### config.mk
export PLATFORM = sky130hd
export DESIGN_NAME = yuv420p_planar_window_crop_unit_flat
export DESIGN_NICKNAME = d
export VERILOG_FILES = /design/src/design/yuvcrop_pkg.sv /design/src/design/yuvcrop_if.sv /design/src/design/yuvcrop_geom.sv /design/src/design/yuvcrop_track.sv /design/src/design/yuv420p_planar_window_crop_unit.sv /design/src/flat_wrapper.sv
export SDC_FILE = /design/constraint.sdc
export NUM_CORES = 1
export LEC_CHECK = 0
export BUFFER_PORTS_ARGS = -buffer_cell sky130_fd_sc_hd__buf_2
export CAP_MARGIN = 20
export CORE_UTILIZATION = 25
export CTS_BUF_LIST = sky130_fd_sc_hd__clkbuf_4
export CTS_CLUSTER_SIZE = 20
export DETAILED_ROUTE_END_ITERATION = 6
export MAX_ROUTING_LAYER = met4
export PLACE_DENSITY = 0.37
export SYNTH_ARGS = -nofsm -noshare
export SYNTH_HDL_FRONTEND = slang
export SYNTH_SLANG_ARGS = --single-unit
### constraint.sdc
create_clock -name clock -period 10.4 [get_ports clock]
set_input_delay 1.04 -clock clock [delete_from_list [all_inputs] [get_ports clock]]
set_output_delay 1.04 -clock clock [all_outputs]
set_load 0.02 [all_outputs]
### src/design/yuvcrop_pkg.sv
// Shared types and constants for the YUV420p planar window crop unit.
`timescale 1ns / 1ps
`default_nettype none
package yuvcrop_pkg;

   localparam int MAX_DIM   = 8192;
   localparam int DIM_W     = $clog2(MAX_DIM + 1);
   localparam int CNT_W     = $clog2(MAX_DIM);
   localparam int CSR_W     = 14;
   localparam int REG_IDX_W = 3;
   localparam int PIX_W     = 8;
   localparam int CMP_W     = (CSR_W > DIM_W) ? CSR_W : DIM_W;

   localparam logic [CSR_W-1:0] RST_SOURCE_WIDTH  = CSR_W'(3264);
   localparam logic [CSR_W-1:0] RST_SOURCE_HEIGHT = CSR_W'(2448);
   localparam logic [CSR_W-1:0] RST_CROP_WIDTH    = CSR_W'(1280);
   localparam logic [CSR_W-1:0] RST_CROP_HEIGHT   = CSR_W'(720);
   localparam logic             RST_ANCHOR_BOTTOM = 1'b1;

   typedef enum logic [1:0] {
      PLANE_Y = 2'd0,
      PLANE_U = 2'd1,
      PLANE_V = 2'd2
   } plane_type;

   typedef enum logic [REG_IDX_W-1:0] {
      REG_SOURCE_WIDTH  = 3'd0,
      REG_SOURCE_HEIGHT = 3'd1,
      REG_CROP_WIDTH    = 3'd2,
      REG_CROP_HEIGHT   = 3'd3,
      REG_ANCHOR_BOTTOM = 3'd4
   } reg_index_type;

   // bounds of one plane and of its kept window
   typedef struct packed {
      logic [DIM_W-1:0] plane_w;
      logic [DIM_W-1:0] plane_h;
      logic [DIM_W-1:0] win_w;
      logic [DIM_W-1:0] row_lo;
      logic [DIM_W-1:0] row_hi;
   } plane_geom_type;

   typedef struct packed {
      plane_geom_type luma;
      plane_geom_type chroma;
   } geom_type;

   typedef struct packed {
      logic      keep;
      logic      last;
      plane_type plane;
   } decision_type;

endpackage
`default_nettype wire

### src/design/yuvcrop_if.sv
// Handshake channel interfaces: sample input, kept sample output, register write.
`timescale 1ns / 1ps
`default_nettype none
interface yuvcrop_req_if import yuvcrop_pkg::*; ();
   logic             valid;
   logic             ready;
   logic [PIX_W-1:0] pixel_in;

   modport source (output valid, output pixel_in, input ready);
   modport sink   (input valid, input pixel_in, output ready);
endinterface

interface yuvcrop_rsp_if import yuvcrop_pkg::*; ();
   logic             valid;
   logic             ready;
   logic [PIX_W-1:0] pixel_out;
   logic [1:0]       plane_id;
   logic             frame_last;

   modport source (output valid, output pixel_out, output plane_id, output frame_last,
                   input ready);
   modport sink   (input valid, input pixel_out, input plane_id, input frame_last,
                   output ready);
endinterface

interface yuvcrop_csr_if import yuvcrop_pkg::*; ();
   logic                 valid;
   logic                 ready;
   logic [REG_IDX_W-1:0] index;
   logic [CSR_W-1:0]     data;

   modport source (output valid, output index, output data, input ready);
   modport sink   (input valid, input index, input data, output ready);
endinterface
`default_nettype wire

### src/design/yuvcrop_geom.sv
// Configuration registers and registered crop geometry for luma and chroma planes.
`timescale 1ns / 1ps
`default_nettype none
module yuvcrop_geom import yuvcrop_pkg::*; (
   input  wire logic    clock,
   input  wire logic    reset,
   yuvcrop_csr_if.sink  csr_chan,
   output geom_type     geom,
   output logic         settling
);

   logic [CSR_W-1:0] source_width_ff,  source_width_in;
   logic [CSR_W-1:0] source_height_ff, source_height_in;
   logic [CSR_W-1:0] crop_width_ff,    crop_width_in;
   logic [CSR_W-1:0] crop_height_ff,   crop_height_in;
   logic             anchor_bottom_ff, anchor_bottom_in;
   logic             settle_ff,        settle_in;
   geom_type         geom_ff,          geom_in;

   logic [DIM_W-1:0] sw, sh, cw, ch;
   logic             csr_xfer;

   // clamp to [2, MAX_DIM] and round down to even
   function automatic logic [DIM_W-1:0] clamp_source(input logic [CSR_W-1:0] v);
      logic [CMP_W-1:0] ve;
      logic [DIM_W-1:0] r;
      ve = CMP_W'(v);
      if (ve < CMP_W'(2))
         r = DIM_W'(2);
      else if (ve > CMP_W'(MAX_DIM))
         r = DIM_W'(MAX_DIM);
      else
         r = DIM_W'(ve);
      return {r[DIM_W-1:1], 1'b0};
   endfunction

   // clamp to [2, source dimension]
   function automatic logic [DIM_W-1:0] clamp_crop(input logic [CSR_W-1:0] v,
                                                   input logic [DIM_W-1:0] hi);
      logic [CMP_W-1:0] ve;
      logic [DIM_W-1:0] r;
      ve = CMP_W'(v);
      if (ve < CMP_W'(2))
         r = DIM_W'(2);
      else if (ve > CMP_W'(hi))
         r = hi;
      else
         r = DIM_W'(ve);
      return r;
   endfunction

   assign csr_chan.ready = 1'b1;
   assign csr_xfer       = csr_chan.valid & csr_chan.ready;

   always_comb begin
      source_width_in  = source_width_ff;
      source_height_in = source_height_ff;
      crop_width_in    = crop_width_ff;
      crop_height_in   = crop_height_ff;
      anchor_bottom_in = anchor_bottom_ff;
      if (csr_xfer) begin
         case (csr_chan.index)
            REG_SOURCE_WIDTH:  source_width_in  = csr_chan.data;
            REG_SOURCE_HEIGHT: source_height_in = csr_chan.data;
            REG_CROP_WIDTH:    crop_width_in    = csr_chan.data;
            REG_CROP_HEIGHT:   crop_height_in   = csr_chan.data;
            REG_ANCHOR_BOTTOM: anchor_bottom_in = csr_chan.data[0];
            default: ;
         endcase
      end
      // hold off samples while the geometry reloads
      settle_in = csr_xfer;
   end

   always_comb begin
      sw = clamp_source(source_width_ff);
      sh = clamp_source(source_height_ff);
      cw = clamp_crop(crop_width_ff, sw);
      ch = clamp_crop(crop_height_ff, sh);

      geom_in.luma.plane_w   = sw;
      geom_in.luma.plane_h   = sh;
      geom_in.luma.win_w     = cw;
      geom_in.chroma.plane_w = sw >> 1;
      geom_in.chroma.plane_h = sh >> 1;
      geom_in.chroma.win_w   = cw >> 1;
      if (anchor_bottom_ff) begin
         geom_in.luma.row_lo   = sh - ch;
         geom_in.luma.row_hi   = sh;
         geom_in.chroma.row_lo = (sh - ch) >> 1;
         geom_in.chroma.row_hi = sh >> 1;
      end else begin
         geom_in.luma.row_lo   = '0;
         geom_in.luma.row_hi   = ch;
         geom_in.chroma.row_lo = '0;
         geom_in.chroma.row_hi = ch >> 1;
      end
   end

   always_ff @(posedge clock) begin
      if (reset) begin
         source_width_ff  <= RST_SOURCE_WIDTH;
         source_height_ff <= RST_SOURCE_HEIGHT;
         crop_width_ff    <= RST_CROP_WIDTH;
         crop_height_ff   <= RST_CROP_HEIGHT;
         anchor_bottom_ff <= RST_ANCHOR_BOTTOM;
         settle_ff        <= 1'b1;
      end else begin
         source_width_ff  <= source_width_in;
         source_height_ff <= source_height_in;
         crop_width_ff    <= crop_width_in;
         crop_height_ff   <= crop_height_in;
         anchor_bottom_ff <= anchor_bottom_in;
         settle_ff        <= settle_in;
      end
   end

   always_ff @(posedge clock) begin
      geom_ff <= geom_in;
   end

   assign geom     = geom_ff;
   assign settling = settle_ff;

endmodule
`default_nettype wire

### src/design/yuvcrop_track.sv
// Plane, row and column tracker with the keep and frame-end decision per sample.
`timescale 1ns / 1ps
`default_nettype none
module yuvcrop_track import yuvcrop_pkg::*; (
   input  wire logic     clock,
   input  wire logic     reset,
   input  wire geom_type geom,
   input  wire logic     advance,
   output decision_type  decision
);

   plane_type        plane_ff, plane_in;
   logic [CNT_W-1:0] row_ff,   row_in;
   logic [CNT_W-1:0] col_ff,   col_in;

   plane_geom_type   g_cur, g_eff;
   logic             col_wrap, plane_wrap;
   logic [DIM_W-1:0] row_a, row_e, col_e, row_nx, col_nx;
   plane_type        plane_e;

   function automatic plane_type next_plane(input plane_type p);
      plane_type r;
      case (p)
         PLANE_Y: r = PLANE_U;
         PLANE_U: r = PLANE_V;
         default: r = PLANE_Y;
      endcase
      return r;
   endfunction

   always_comb begin
      g_cur = (plane_ff == PLANE_Y) ? geom.luma : geom.chroma;

      // wrap a position that a geometry change left outside the plane
      col_wrap   = DIM_W'(col_ff) >= g_cur.plane_w;
      row_a      = col_wrap ? DIM_W'(row_ff) + DIM_W'(1) : DIM_W'(row_ff);
      plane_wrap = row_a >= g_cur.plane_h;
      plane_e    = plane_wrap ? next_plane(plane_ff) : plane_ff;
      row_e      = plane_wrap ? '0 : row_a;
      col_e      = (col_wrap || plane_wrap) ? '0 : DIM_W'(col_ff);

      g_eff = (plane_e == PLANE_Y) ? geom.luma : geom.chroma;

      decision.plane = plane_e;
      decision.keep  = (col_e < g_eff.win_w) && (row_e >= g_eff.row_lo) &&
                       (row_e < g_eff.row_hi);
      decision.last  = decision.keep && (plane_e == PLANE_V) &&
                       (row_e + DIM_W'(1) == g_eff.row_hi) &&
                       (col_e + DIM_W'(1) == g_eff.win_w);

      // advance to the next raster position
      col_nx   = col_e + DIM_W'(1);
      row_nx   = row_e + DIM_W'(1);
      plane_in = plane_e;
      row_in   = CNT_W'(row_e);
      col_in   = CNT_W'(col_nx);
      if (col_nx >= g_eff.plane_w) begin
         col_in = '0;
         row_in = CNT_W'(row_nx);
         if (row_nx >= g_eff.plane_h) begin
            row_in   = '0;
            plane_in = next_plane(plane_e);
         end
      end
   end

   always_ff @(posedge clock) begin
      if (reset) begin
         plane_ff <= PLANE_Y;
         row_ff   <= '0;
         col_ff   <= '0;
      end else if (advance) begin
         plane_ff <= plane_in;
         row_ff   <= row_in;
         col_ff   <= col_in;
      end
   end

`ifndef NO_ASSERTIONS
   a_hold_between_transfers: assert property (@(posedge clock) disable iff (reset)
      !advance |=> (plane_ff == $past(plane_ff) && row_ff == $past(row_ff) &&
                    col_ff == $past(col_ff)))
      else $error("position moved without a sample transfer");

   a_plane_legal: assert property (@(posedge clock) disable iff (reset)
      (plane_ff == PLANE_Y) || (plane_ff == PLANE_U) || (plane_ff == PLANE_V))
      else $error("plane counter left the Y, U, V range");

   a_last_only_on_kept_v: assert property (@(posedge clock) disable iff (reset)
      decision.last |-> (decision.keep && decision.plane == PLANE_V))
      else $error("frame end flagged on a dropped or non-V sample");
`endif

endmodule
`default_nettype wire

### src/design/yuv420p_planar_window_crop_unit.sv
// Top level of the YUV420p planar window crop unit.
`timescale 1ns / 1ps
`default_nettype none
// Takes one byte of a planar YUV420p frame per transfer (Y plane, then U, then V, raster
// order) and forwards only the bytes inside a left-anchored window at the top or bottom of
// the frame, tagged with their plane and with a flag on the last kept byte of the frame.
// One sample is taken every cycle unless the output is held or the geometry reloads; a
// kept sample appears on the output in the cycle after its input transfer. The rate is
// set by the plane/row/column counter update, which advances once per sample. The output
// register frees itself in the same cycle it is taken, so input flows on while the output
// is being drained. After every register write the input stalls while the clamped window
// geometry is reloaded; the same holds after reset.
module yuv420p_planar_window_crop_unit import yuvcrop_pkg::*; (
   input  wire logic      clock,
   input  wire logic      reset,
   yuvcrop_req_if.sink    req_chan,
   yuvcrop_rsp_if.source  rsp_chan,
   yuvcrop_csr_if.sink    csr_chan
);

   geom_type         geom;
   logic             settling;
   decision_type     decision;
   logic             out_free, req_xfer;

   logic             rsp_valid_ff, rsp_valid_in;
   logic [PIX_W-1:0] pixel_ff;
   plane_type        plane_ff;
   logic             last_ff;

   yuvcrop_geom u_geom (
      .clock    (clock),
      .reset    (reset),
      .csr_chan (csr_chan),
      .geom     (geom),
      .settling (settling)
   );

   yuvcrop_track u_track (
      .clock    (clock),
      .reset    (reset),
      .geom     (geom),
      .advance  (req_xfer),
      .decision (decision)
   );

   assign out_free       = !rsp_valid_ff || rsp_chan.ready;
   assign req_chan.ready = out_free && !settling;
   assign req_xfer       = req_chan.valid && req_chan.ready;

   always_comb begin
      rsp_valid_in = rsp_valid_ff && !rsp_chan.ready;
      if (req_xfer) begin
         rsp_valid_in = decision.keep;
      end
   end

   always_ff @(posedge clock) begin
      if (reset) begin
         rsp_valid_ff <= 1'b0;
      end else begin
         rsp_valid_ff <= rsp_valid_in;
      end
   end

   always_ff @(posedge clock) begin
      if (req_xfer && decision.keep) begin
         pixel_ff <= req_chan.pixel_in;
         plane_ff <= decision.plane;
         last_ff  <= decision.last;
      end
   end

   assign rsp_chan.valid      = rsp_valid_ff;
   assign rsp_chan.pixel_out  = pixel_ff;
   assign rsp_chan.plane_id   = plane_ff;
   assign rsp_chan.frame_last = last_ff;

`ifndef NO_ASSERTIONS
   a_stall_after_write: assert property (@(posedge clock) disable iff (reset)
      (csr_chan.valid && csr_chan.ready) |=> !req_chan.ready)
      else $error("sample taken before the geometry reloaded");

   a_output_from_input: assert property (@(posedge clock) disable iff (reset)
      (rsp_chan.valid && !$past(rsp_chan.valid)) |-> $past(req_xfer))
      else $error("output appeared without an input transfer");

   a_last_is_v_plane: assert property (@(posedge clock) disable iff (reset)
      (rsp_chan.valid && rsp_chan.frame_last) |-> (rsp_chan.plane_id == PLANE_V))
      else $error("frame end flagged outside the V plane");
`endif

endmodule
`default_nettype wire
### src/flat_wrapper.sv
// flat-port wrapper written by rule: the top's interface ports become plain ports
module yuv420p_planar_window_crop_unit_flat import yuvcrop_pkg::*;
  (clock, reset, req_chan_valid, req_chan_pixel_in, req_chan_ready, rsp_chan_valid, rsp_chan_pixel_out, rsp_chan_plane_id, rsp_chan_frame_last, rsp_chan_ready, csr_chan_valid, csr_chan_index, csr_chan_data, csr_chan_ready);
  yuvcrop_req_if req_chan_i ();
  yuvcrop_rsp_if rsp_chan_i ();
  yuvcrop_csr_if csr_chan_i ();
  input  wire logic clock;
  input  wire logic reset;
  input wire logic [$bits(req_chan_i.valid)-1:0] req_chan_valid;
  input wire logic [$bits(req_chan_i.pixel_in)-1:0] req_chan_pixel_in;
  output wire logic [$bits(req_chan_i.ready)-1:0] req_chan_ready;
  output wire logic [$bits(rsp_chan_i.valid)-1:0] rsp_chan_valid;
  output wire logic [$bits(rsp_chan_i.pixel_out)-1:0] rsp_chan_pixel_out;
  output wire logic [$bits(rsp_chan_i.plane_id)-1:0] rsp_chan_plane_id;
  output wire logic [$bits(rsp_chan_i.frame_last)-1:0] rsp_chan_frame_last;
  input wire logic [$bits(rsp_chan_i.ready)-1:0] rsp_chan_ready;
  input wire logic [$bits(csr_chan_i.valid)-1:0] csr_chan_valid;
  input wire logic [$bits(csr_chan_i.index)-1:0] csr_chan_index;
  input wire logic [$bits(csr_chan_i.data)-1:0] csr_chan_data;
  output wire logic [$bits(csr_chan_i.ready)-1:0] csr_chan_ready;
  assign req_chan_i.valid = req_chan_valid;
  assign req_chan_i.pixel_in = req_chan_pixel_in;
  assign req_chan_ready = req_chan_i.ready;
  assign rsp_chan_valid = rsp_chan_i.valid;
  assign rsp_chan_pixel_out = rsp_chan_i.pixel_out;
  assign rsp_chan_plane_id = rsp_chan_i.plane_id;
  assign rsp_chan_frame_last = rsp_chan_i.frame_last;
  assign rsp_chan_i.ready = rsp_chan_ready;
  assign csr_chan_i.valid = csr_chan_valid;
  assign csr_chan_i.index = csr_chan_index;
  assign csr_chan_i.data = csr_chan_data;
  assign csr_chan_ready = csr_chan_i.ready;
  yuv420p_planar_window_crop_unit u_core (.clock(clock), .reset(reset), .req_chan(req_chan_i), .rsp_chan(rsp_chan_i), .csr_chan(csr_chan_i));
endmodule
==> metrics.md <==
| Metric | Value |
|---|---|
| Outcome | complete, but fails checks |
| Failing checks | design-rule violations |
| CTS root buf | clkbuf_4 |
| Overall routing resource usage | between 15 and 20% |
| Synth Instances | 1453 |
| First DRT Iteration DRCs | 537 |
| DP Area | 12700 um2 |
| Mapped Nets | 1621 |
| Antenna-violating nets left | 0 |
| Worst Setup SP | u_core.u_track.plane_ff[1]$_SDFFE_PP0P_ |
| Drt wl/cell | 18.8 um |
| F_max | between 100 and 150 MHz |
| Die height | 220 um |
| GPL Wtd Cong | 0.883 |
| Type of the worst min-delay path | flip-flop to flip-flop |
| Distinct cells, synth | 86 |
| Synth async-reset ratio | 0% |
| Critical Path Max Stage Delay | 0.59 ns |
| Grt total ovfl | 0 |
| Synth Register Bits | around 170 |
| First-pass GRT wire length | 60900 um |
| Clock sink total | 166 |
| Clock slew seen by the registers of the worst setup and hold paths | 0.16 ns |
| Endpoints failing hold | 0 |
| Sequential power share | between 40 and 50% |
| Critical Path Fanout Max | 19 |
| EDFF count, synth | 11 |
| Final count of pins violating max slew | 0 |
| Final setup violation count | 0 |
| Post_cts resized | 0 |
| Die area | 48500 um2 |
| Die width | 220 um |
| HP Start | u_core.u_geom.source_width_ff[0]$_SDFFE_PP0P_ |
| Via count of the first global-routing pass | about 10000 |
| Fin crit share | 88.0% |
| Yosys warns | 0 |
| First-pass DRT Iterations | 7 |
| Syn Area/Cell | 8.19 um2 |
| Syn-to-layout area delta | 9.31% |
| Power per cell area | 112 nW/um2 |
| Slowest cell on the critical path | nor3_4 |
| Hold_buf cts | 0 |
| Worst Setup Start Kind | flip-flop |
| Min cycle time layout | 9.16 ns |
| CTS tree | done |
| Core area | 46800 um2 |
| CP delay by family, top | simple AND/OR/NAND/NOR gates |
| Clk_lat worst skew | approximately 0.67 ns |
| Port Buffer Count | 42 |
| WP data arrival | a little under 10 ns |
| Commonest non-fill, non-tap cell in the layout | nand2_1 |
| Worst IR Drop VDD | 0.104 mV |
| Post-CTS Repair Setup Buffers | 0 |
| DRC viols | 4 |
| Fin Clk Skew | 0.0270 ns |
| Dpl hpwl | 30700 um |
| Largest net degree at the start of global routing | approximately 90 |
| Post-Syn Area | 11900 um2 |
| CP dominant cell by count | ha_1 |
| Crit path kind | flip-flop to flip-flop |
| Seq/Total Area, Yosys | roughly 29% |
| Layout cell share with drive strength beyond 1 | 8.02% |
| Routed wire length | 39200 um |
| H-tree levels | 4 |
| Vias | 10200 |
| TritonCTS Buffers | 17 |
| Leak | 0.00594 uW |
| Max-cap violation count | 0 |
| Nets@finish | 1627 |
| NetSw | 496 uW |
| I/O pins | between 40 and 50 |
| Final instance area | 13000 um2 |
| RSZ-0062 raised after global routing | no |
| Most common flop cell mapped by yosys | dfxtp_1 |
| Logic pwr share | 22.3% |
| Initial antenna violation count | 1 |
| Worst path bufs/invs | 3 |
| Slew @ Worst Pin | 1.02 ns |
| Power, Total | approximately 1500 uW |
| Rows | between 70 and 80 |
| TNS Setup | 0 ns |
| Internal | 968 uW |
| Relative slew slack | 31.7% |
| Clock share of power | 29.6% |
| Filler instances | between 5000 and 6000 |
| Vias/cell | 4.90 |
| Crit Reg-Reg Startpoint | u_core.u_track.plane_ff[1]$_SDFFE_PP0P_ |
| Worst Path Required | 10.97 ns |
| Non-filler instance count after layout | about 2100 |
| CP Capture Type | flip-flop |
| Initial Util | 25.5% |
| Worst-case clock buffer depth | 2 |
| Sw Ratio | 33.9% |
| Placed insts | 2047 |
| Most frequent cells in the layout | nand2_1, dfxtp_1, ha_1, mux2i_1, a21oi_1 |
-- sequential cells by signal, summed over array words and instances (netlist names) --
signal / count
u_core.u_geom.crop_height_ff: 14
u_core.rsp_chan.plane_id: 2
u_core.u_geom.settling: 1
u_core.u_geom.source_width_ff: 14
u_core.u_geom.crop_width_ff: 14
u_core.u_geom.geom: 68
u_core.u_geom.source_height_ff: 14
u_core.u_track.plane_ff: 2
u_core.rsp_chan.valid: 1
u_core.u_track.row_ff: 13
u_core.rsp_chan.pixel_out: 8
u_core.rsp_chan.frame_last: 1
u_core.u_geom.anchor_bottom_ff: 1
u_core.u_track.col_ff: 13
-- kinds of logic (layout without fill, tap and decap cells) --
kind of cell / after synthesis / count (layout) / share of synthesized area [%]
and+or+nand+nor: 558 / 558 / 22.9
AOI/OAI and AO/OA: 292 / 292 / 15.6
other: 1 / 2 / 0.0315
adders and majority gates: 138 / 138 / 14.6
xor gates and xnor gates: 58 / 58 / 4.61
DFF: 166 / 166 / 28.8
buffers and inverters: 135 / 154 / 4.56
muxes: 105 / 105 / 8.95
-- worst min-delay path, cell delays in order (launching register included) --
cell	delay (ns)
dfxtp_1	0.35
nand2_1	0.05
a21oi_1	0.05
-- layout make-up --
type	instances	area (um2)	share of cell area (%)
well taps	607	759	5.84
repair buffers	57	323	2.48
multi-input cells	1152	7950	61.1
diodes	1	2.50	0.0192
clock inverters	13	163	1.25
inverters	65	244	1.87
flip-flops and latches	166	3430	26.4
clock buffers	19	143	1.10
-- power groups by stage --
stage / logic (uW) / clock network (uW) / registers [uW]
after global placement: 328 / 0 / 719
after global routing: 367 / 483 / 709
after CTS: 329 / 458 / 705
final: 326 / 433 / 705
after detailed placement: 328 / 0 / 719
after floorplan: 245 / 0 / 704
-- routing by layer --
| metal | wire length [um] | track usage, % |
|---|---|---|
| met1 | 20500 | 24.0 |
| met2 | 17200 | 25.6 |
| met3 | 1110 | 2.56 |
| met4 | 431 | 3.56 |
| met5 | 0 | - |
-- final timing paths --
kind,endpoint,slack [ns],cells past startpoint
setup / recovery,u_core.u_track.plane_ff[1]$_SDFFE_PP0P_,1.24,34
hold / removal,u_core.u_geom.source_width_ff[0]$_SDFFE_PP0P_,0.47,2
setup reg to reg,u_core.u_track.plane_ff[1]$_SDFFE_PP0P_,1.24,34
hold reg to reg,u_core.u_geom.source_width_ff[0]$_SDFFE_PP0P_,0.47,2
-- cells in the mapped netlist (all sizes together), types with 5 or more instances --
cell type | n | area, um2
mux2i | 102 | 1030
inv | 65 | 244
nor2 | 90 | 338
edfxtp | 11 | 330
nand3b | 17 | 128
nand3 | 32 | 165
a211oi | 11 | 82.6
a31oi | 7 | 50.1
nor4 | 16 | 106
a21o | 19 | 143
o21ai | 79 | 399
and2 | 19 | 119
a21oi | 99 | 499
and4 | 9 | 78.8
nor3b | 8 | 65.1
or4 | 5 | 37.5
nand2b | 7 | 43.8
ha | 137 | 1710
nor2b | 25 | 156
o311ai | 6 | 67.6
xor2 | 21 | 184
xnor2 | 34 | 298
o211ai | 9 | 67.6
nor3 | 21 | 121
or3 | 6 | 37.5
and3 | 27 | 169
nand4 | 20 | 125
o21a | 11 | 82.6
clkbuf | 53 | 199
nand2 | 241 | 905
dfxtp | 155 | 3100
buf | 17 | 100
-- metrics by stage --
stage          hold slack [ns]  setup slack (ns)  utilization (%)
2_1_floorplan            0.436              1.72                -
3_3_place_gp             0.451              1.48             27.2
5_1_grt                  0.457             0.424             27.8
6_report                 0.471              1.24             27.8
3_5_place_dp             0.453              1.29             27.2
4_1_cts                  0.450              1.21             27.8
Note: power is estimated with default switching activity, not from simulation.
